===== config.mk =====
export PLATFORM = sky130hd
export DESIGN_NAME = hks_div
export DESIGN_NICKNAME = d
export VERILOG_FILES = /design/src/hdl/hks_pkg.sv /design/src/hdl/hks_div.sv
export SDC_FILE = /design/constraint.sdc
export NUM_CORES = 2
export LEC_CHECK = 0
export BUFFER_PORTS_ARGS = -buffer_cell sky130_fd_sc_hd__clkbuf_2
export CAP_MARGIN = 20
export CORE_UTILIZATION = 59
export DETAILED_ROUTE_END_ITERATION = 10
export PLACE_DENSITY = 0.77
export SETUP_SLACK_MARGIN = 0.5
export SLEW_MARGIN = 20
export SYNTH_ARGS = -nofsm -noshare
export SYNTH_HDL_FRONTEND = slang
export SYNTH_SLANG_ARGS = --single-unit

===== constraint.sdc =====
create_clock -name clk -period 6.3 [get_ports clk]
set_input_delay 0.63 -clock clk [delete_from_list [all_inputs] [get_ports clk]]
set_output_delay 0.63 -clock clk [all_outputs]
set_load 0.01 [all_outputs]

===== src/hdl/hks_pkg.sv =====
// ----------------------------------------------------------------------------
// hks_pkg
// Types, widths, register indexes and the divider step shared by the
// keyframe sampler and its divider pipeline.
// ----------------------------------------------------------------------------
package hks_pkg;

	localparam int STEP_W        = 10;
	localparam int VAL_W         = 16;
	localparam int CNT_W         = 11;
	localparam int FRAC_W        = 16;
	localparam int DIV_W         = STEP_W + FRAC_W;
	localparam int DIV_PER_STAGE = 2;
	localparam int DIV_STAGES    = DIV_W / DIV_PER_STAGE;
	localparam int CFG_IDX_W     = 2;

	localparam logic [CFG_IDX_W-1:0] CFG_MIN    = 2'd0;
	localparam logic [CFG_IDX_W-1:0] CFG_MAX    = 2'd1;
	localparam logic [CFG_IDX_W-1:0] CFG_FRAMES = 2'd2;

	localparam logic [VAL_W-1:0] MIN_RESET    = 16'd0;
	localparam logic [VAL_W-1:0] MAX_RESET    = 16'd256;
	localparam logic [CNT_W-1:0] FRAMES_RESET = 11'd1024;

	typedef struct packed {
		logic [STEP_W-1:0]       step;
		logic [STEP_W-1:0]       seg_length;
		logic [STEP_W-1:0]       start_frame;
		logic signed [VAL_W-1:0] from_value;
		logic signed [VAL_W-1:0] to_value;
		logic signed [VAL_W-1:0] out_tangent;
		logic signed [VAL_W-1:0] out_tangent_mul;
		logic signed [VAL_W-1:0] in_tangent;
		logic signed [VAL_W-1:0] in_tangent_mul;
		logic                    tangents_on;
	} hks_req_t;

	typedef struct packed {
		logic [STEP_W-1:0]       frame_index;
		logic signed [VAL_W-1:0] sample_value;
	} hks_res_t;

	// request fields that ride alongside the divider
	typedef struct packed {
		logic                    herm;
		logic signed [VAL_W-1:0] p1;
		logic signed [VAL_W-1:0] p2;
		logic signed [VAL_W-1:0] ot;
		logic signed [VAL_W-1:0] otm;
		logic signed [VAL_W-1:0] it;
		logic signed [VAL_W-1:0] itm;
	} hks_side_t;

	// one restoring step: returns {quotient bit, new remainder}
	function automatic logic [CNT_W:0] div_step(input logic [CNT_W-1:0] r,
			input logic b, input logic [CNT_W-1:0] d);
		logic [CNT_W:0] x;
		logic [CNT_W:0] dx;
		x  = {r, b};
		dx = {1'b0, d};
		if (x >= dx) begin
			div_step = {1'b1, CNT_W'(x - dx)};
		end else begin
			div_step = {1'b0, x[CNT_W-1:0]};
		end
	endfunction

endpackage


===== src/hdl/hks_div.sv =====
// ----------------------------------------------------------------------------
// hks_div
// Pipelined restoring divider: quotient of num / den and remainder of
// frame / cnt, two bits per stage, with side data carried alongside.
// ----------------------------------------------------------------------------
module hks_div
	import hks_pkg::*;
(
	input  logic             clk,
	input  logic             arst_n,
	input  logic             in_valid,
	input  logic [DIV_W-1:0] num,
	input  logic [CNT_W-1:0] den,
	input  logic [DIV_W-1:0] frame,
	input  logic [CNT_W-1:0] cnt,
	input  hks_side_t        side_in,
	output logic             out_valid,
	output logic [DIV_W-1:0] quot,
	output logic [CNT_W-1:0] frame_mod,
	output hks_side_t        side_out
);

	logic [DIV_STAGES-1:0] vld_s;
	logic [DIV_W-1:0]      num_s  [DIV_STAGES];
	logic [DIV_W-1:0]      quo_s  [DIV_STAGES];
	logic [DIV_W-1:0]      frm_s  [DIV_STAGES];
	logic [CNT_W-1:0]      rq_s   [DIV_STAGES];
	logic [CNT_W-1:0]      rm_s   [DIV_STAGES];
	logic [CNT_W-1:0]      den_s  [DIV_STAGES];
	logic [CNT_W-1:0]      cnt_s  [DIV_STAGES];
	hks_side_t             side_s [DIV_STAGES];

	for (genvar k = 0; k < DIV_STAGES; k++) begin : g_stage
		logic             v_in;
		logic [DIV_W-1:0] n_in, q_in, f_in;
		logic [CNT_W-1:0] r_in, m_in, d_in, c_in;
		hks_side_t        sd_in;
		logic [DIV_W-1:0] n_nx, q_nx, f_nx;
		logic [CNT_W-1:0] r_nx, m_nx;

		if (k == 0) begin : g_first
			assign v_in  = in_valid;
			assign n_in  = num;
			assign q_in  = '0;
			assign f_in  = frame;
			assign r_in  = '0;
			assign m_in  = '0;
			assign d_in  = den;
			assign c_in  = cnt;
			assign sd_in = side_in;
		end else begin : g_next
			assign v_in  = vld_s[k-1];
			assign n_in  = num_s[k-1];
			assign q_in  = quo_s[k-1];
			assign f_in  = frm_s[k-1];
			assign r_in  = rq_s[k-1];
			assign m_in  = rm_s[k-1];
			assign d_in  = den_s[k-1];
			assign c_in  = cnt_s[k-1];
			assign sd_in = side_s[k-1];
		end

		always_comb begin
			logic [DIV_W-1:0] n, q, f;
			logic [CNT_W-1:0] r, m;
			logic [CNT_W:0]   st;
			n = n_in;
			q = q_in;
			f = f_in;
			r = r_in;
			m = m_in;
			for (int j = 0; j < DIV_PER_STAGE; j++) begin
				st = div_step(r, n[DIV_W-1], d_in);
				q  = {q[DIV_W-2:0], st[CNT_W]};
				r  = st[CNT_W-1:0];
				n  = {n[DIV_W-2:0], 1'b0};
				st = div_step(m, f[DIV_W-1], c_in);
				m  = st[CNT_W-1:0];
				f  = {f[DIV_W-2:0], 1'b0};
			end
			n_nx = n;
			q_nx = q;
			f_nx = f;
			r_nx = r;
			m_nx = m;
		end

		always_ff @(posedge clk or negedge arst_n) begin
			if (!arst_n) begin
				vld_s[k] <= 1'b0;
			end else begin
				vld_s[k] <= v_in;
			end
		end

		always_ff @(posedge clk) begin
			num_s[k]  <= n_nx;
			quo_s[k]  <= q_nx;
			frm_s[k]  <= f_nx;
			rq_s[k]   <= r_nx;
			rm_s[k]   <= m_nx;
			den_s[k]  <= d_in;
			cnt_s[k]  <= c_in;
			side_s[k] <= sd_in;
		end
	end

	assign out_valid = vld_s[DIV_STAGES-1];
	assign quot      = quo_s[DIV_STAGES-1];
	assign frame_mod = rm_s[DIV_STAGES-1];
	assign side_out  = side_s[DIV_STAGES-1];

endmodule


# Yosys cells after proc, flatten, opt, wreduce, memory -nomap -nowiden
# Memory sizes are Yosys's and may differ from the RTL's.
# Cells that the tools add are included.
word_totals:
  rom_bits: 0
  output_inout_bits: 135
  ram_bits: 2795
  latch_bits: 0
  regBits: 13
  input_bits: 174
  word_cells: 177
  memories: 8
classes:
  bitwise: 0
  mul: 0
  shifts: 0
  div_mod_pow: 0
  n_mux: 52
  eq_ne: 0
  addsub: 52
  magnitude_cmp: 52
  reduce_logical: 0
mem_list:
  columns: ["name", "words", "width", "rd", "rd_clocked_by_memory_dff", "wr", "line", "source"]
  rows:
  - ["side_s", 13, 97, 13, 0, 13, "hks_div.sv:31", "hks_side_t side_s [DIV_STAGES];"]
  - ["quo_s", 13, 26, 13, 0, 13, "hks_div.sv:25", "logic [DIV_W-1:0] quo_s [DIV_STAGES];"]
  - ["frm_s", 13, 24, 12, 0, 13, "hks_div.sv:26", "logic [DIV_W-1:0] frm_s [DIV_STAGES];"]
  - ["num_s", 13, 24, 12, 0, 13, "hks_div.sv:24", "logic [DIV_W-1:0] num_s [DIV_STAGES];"]
  - ["cnt_s", 13, 11, 12, 0, 13, "hks_div.sv:30", "logic [CNT_W-1:0] cnt_s [DIV_STAGES];"]
  - ["den_s", 13, 11, 12, 0, 13, "hks_div.sv:29", "logic [CNT_W-1:0] den_s [DIV_STAGES];"]
  - ["+2 memories", null, null, null, null, null, null, null]
ops:
  columns: ["cell", "n"]
  rows:
  - ["greater-or-equal comparator 12 x 11 -> 1 bit", 50]
  - ["subtractor 11 bit", 50]
  - ["two-way mux 12 bit", 26]
  - ["two-way mux 11 bit", 26]
  - ["greater-or-equal comparator 1 x 11 -> 1 bit", 2]
  - ["subtractor 1 x 11 -> 11 bit", 2]

# Longest topological paths before layout
# An unclocked memory read counts as a cell.
logic_depth:
  word_depth: 5
  depth_mapped: 22
  mapped_depth_nobuf: 20

# Worst setup path after synthesis
# No wires, ideal clock.
synth_path:
  path_kind: "reg2reg"
  from: "mem frm_s[0][71] (netlist bit)"
  to: "mem rm_s[3][2], in the netlist rm_s[0][35]"
  path_slack_ps: 1539
  arrival_time_ps: 4640
  synth_period_minus_slack_ps: 4761
  required_ps: 6179
  setup_time_ps: 121
  path_stages_with_launch: 22
  path_cell_list: "dfxtp_1 inv_1 ha_1 fa_1 nand2b_1 a211oi_1 nor4_1 o21bai_1 o32a_1 clkbuf_1 clkbuf_1 o21ai_0 fa_1 nor2b_1 o21ai_0 a21o_1 a21boi_0 o311a_1 nor2_1 o21ai_0 clkbuf_1 mux2_2"
synth_lines:
  columns: ["element", "line", "source"]
  rows:
  - ["from (decl)", "hks_div.sv:26", null]
  - ["to (decl)", "hks_div.sv:28", "logic [CNT_W-1:0] rm_s [DIV_STAGES];"]

==> summary.md <==
| Metric | Value |
|---|---|
| Die Ht | 361 um |
| Proportion of synthesized area in mux cells | 5.18% |
| Register area share after synthesis | 60.8% |
| WL/cell | 15.8 um |
| Worst Hold Class | in2reg |
| Top cell type's share of synthesized area | 60.3% |
| Slew Limit Fails | 0 |
| CP Class | reg2reg |
| Max_cap viols | 0 |
| Ys flop type | dfxtp_1 |
| Ports | 309 |
| Synth async-reset ratio | 0.564% |
| Yosys cell types | 95 |
| PwrDens | 599 nW/um^2 |
| Peak fanout along the critical path | 17 |
| Hold slack | 0.0751 ns |
| # rows | 131 |
| Worst vdd ir | 0.000430 V |
| CP arrival | 5.96 ns |
| RR Startpoint | den_s[0][5] |
| Die X | 361 um |
| Buffers on Ports | 308 |
| Hold violation total from the final report | 0 |
| Worst Hold Launch | den[7] |
| Area grow syn2layout | 16.4% |
| Largest net degree at the start of global routing | 21 |
| Worst path max stage delay | 0.71 ns |
| Cells along the critical path | inv_1, ha_1, a211oi_1, o21bai_1, nor4_1, o31ai_1, a211oi_4, mux2i_1, ha_1, nor2b_1, o21ai_0, a21o_1, a21oi_1, a31oi_1, nor2b_1, nor2_1, mux2_2 |
| Final net count | 7795 |
| Syn. warnings | 0 |
| Final Cell Area | 88600 sq um |
| Via count | 45500 |
| Cell Area, Placed | 79600 sq um |
| Clock root buffer master | clkbuf_16 |
| WP buf/inv | 1 |
| Routed vias/inst | 5.14 |
| GR peak layer | met2 |
| Cells on Worst Hold Path | 1 |
| Antenna Nets Post-Route | 0 |
| Share of cells above drive strength 1 | 13.6% |
| Worst path depth | 17 |
| Cell with the largest stage delay on the worst path | nor2_1 |
| Initial antenna violation count | 5 |
| Cts bufs inserted | 206 |
| Cells after synthesis | 6374 |
| Final period util | 84.3% |
| Flop and latch count out of synthesis | 2307 |
| GRT Overall Usage | 21.2% |
| CTS sink count | 2307 |
| Post-cts resize count | 0 |
| Met3 Use GR | 3.59% |
| Commonest cells in the synthesized netlist | dfxtp_1, ha_1, inv_1 |
| Fraction of the mapped netlist area in adder cells | 10.4% |
| Dominant cells by area after synthesis | dfxtp_1, ha_1, xnor2_1 |
| Total grt overflow | 0 |
| Synth Area in Compound Gates | 8.98% |
| Number of global-route vias before repair | 46700 |
| Top-count cell post-synth | dfxtp_1 |
| Starting DRC count in detailed routing | 2074 |
| Worst EP required | 6.95 ns |
| Fmax | 188 MHz |
| Outcome | complete, no violations |
| Post-synth EDFFs | 0 |
| Post-synthesis xor/xnor area fraction | 4.34% |
| Drt first pass iters | 5 |
| Synthesized Nets | 7151 |
| Cell taking the most area after synthesis | dfxtp_1 |
| Met1 usage | 25.2% |
| Die area | 130000 sq um |
| # Post-CTS Setup Buffers | 0 |
| Latest clock arrival within the worst-skew pair | 0.81 ns |
| Crit path max-delay family | compound AO/OA/AOI/OAI gates |
| First-pass GRT wire length | 227 mm |
| CTS clk-pin slew, worst paths | 0.06 ns |
| H-tree levels | 4 |
| CTS tree | built |
| Gpl congestion | 0.882 |
| DR DRC count | 0 |
| Setup TNS | 0 ns |
| Depth of the worst register-to-register path | 17 |
| Post-DP HPWL | 96.3 mm |
| DRT Wirelength | 140 mm |
| Clock buffer depth | 3 |
| Worst-Margin Slew | 0.933 ns |
| Slew Limit Headroom | 37.6% |
| Synth Cell Area | 76100 sq um |
| Main combinational cell family by area after synthesis | adder cells |
| Worst setup margin | 0.988 ns |
| Pre-CTS WS | 1.05 ns |
| CP startpoint kind | flop |
| Area of the core | 128000 sq um |
| Critical Path End Type | flop |
| Final setup fails | 0 |
| Pleak | 39.8 nW |
| Mapped Avg Cell Area | 11.9 sq um |
| Simple-gate portion of the synthesized area | 7.49% |
| Met2 global-route usage | 38.6% |
| Final Skew | 0.0525 ns |
| Crit path time final | 5.31 ns |
| Initial Util | 59.5% |
| Crit. Startpoint | den_s[0][5] |
| RSZ-0062 raised after global routing | false |
-- worst paths after layout --
kind	to	slack, ns
min in group asynchronous	out_valid	0.25
hold / removal	den_s[0][7]	0.08
setup / recovery	rq_s[0][19]	0.99
max in group asynchronous	g_stage[3].v_in	5.78
hold reg to reg	frm_s[1][67]	0.28
setup reg to reg	rq_s[0][19]	0.99
-- logic make-up after synthesis --
group / count (synthesis)
DFF: 2307
and+or+nand+nor: 1122
AOI/OAI and AO/OA: 1050
adders and majority gates: 603
buffers and inverters: 562
xor gates and xnor gates: 377
muxes: 353
-- cell type report --
type	count	area, sq um
inverter	506	1900
sequential	2307	46200
timing repair buffer	492	3340
multi-input combinational	3505	27700
antenna	2	5.00
clock inverter	82	1300
fill	8853	39200
tap	1662	2080
clock buffer	295	6040
-- worst register-to-register path, stage by stage (launching register included) --
cell	delay [ns]
dfxtp_1	0.33
inv_1	0.07
ha_1	0.34
a211oi_1	0.37
o21bai_1	0.17
nor4_1	0.29
o31ai_1	0.19
a211oi_4	0.67
mux2i_1	0.33
ha_1	0.31
nor2b_1	0.15
o21ai_0	0.23
a21o_1	0.18
a21oi_1	0.09
a31oi_1	0.22
nor2b_1	0.09
nor2_1	0.71
mux2_2	0.42
-- cells in the final DEF (no fill, tap or decap), types with 64 or more instances in the layout --
cell | Yosys | layout
a21o_1 | 64 | 64
a21oi_1 | 296 | 296
clkbuf_16 | 0 | 209
clkbuf_2 | 0 | 308
dfxtp_1 | 2294 | 2294
dlygate4sd3_1 | 0 | 168
ha_1 | 554 | 554
inv_1 | 500 | 500
mux2_2 | 205 | 205
mux2i_1 | 87 | 87
nand2_1 | 232 | 232
nand4_1 | 78 | 78
nor2_1 | 280 | 280
nor2b_1 | 121 | 121
nor3_1 | 130 | 130
o21ai_0 | 238 | 238
xnor2_1 | 272 | 272
xor2_1 | 105 | 105
-- report_power, final --
part / internal [mW] / switching [mW] / leakage, nW
Sequential: 16.6 / 0.797 / 19.5
Combinational: 11.0 / 11.6 / 16.8
Clock: 7.65 / 5.42 / 3.57
-- per-layer routing --
layer | vias up | routed length (um)
met4 | 0 | 3800
met1 | 21200 | 60400
met2 | 903 | 70200
met5 | - | 0
li1 | 23200 | -
met3 | 267 | 5200
-- metrics by stage --
step                      util [%]  power [mW]  instances
after global routing          69.3        56.6       8849
after global placement        62.3        39.2       8304
after CTS                     69.3        53.3       8849
after detailed placement      62.3        39.8       8304
final                         69.3        53.1       8851
after floorplan                  -        35.8       6374
-- what timing repair did --
item | CTS | global route
endpoints found under the setup margin | 0 | 0
hold buffers | 168 | 0
endpoints found under the hold margin | 180 | 0
-- sequential cells by signal, indices dropped and copies added (netlist names) --
signal / cells
rm_s: 143
den_s: 132
g_stage.v_in: 12
frm_s: 156
rq_s: 132
quo_s: 182
num_s: 156
out_valid: 1
cnt_s: 132
side_s: 1261
Note: power is estimated with default switching activity, not from simulation.
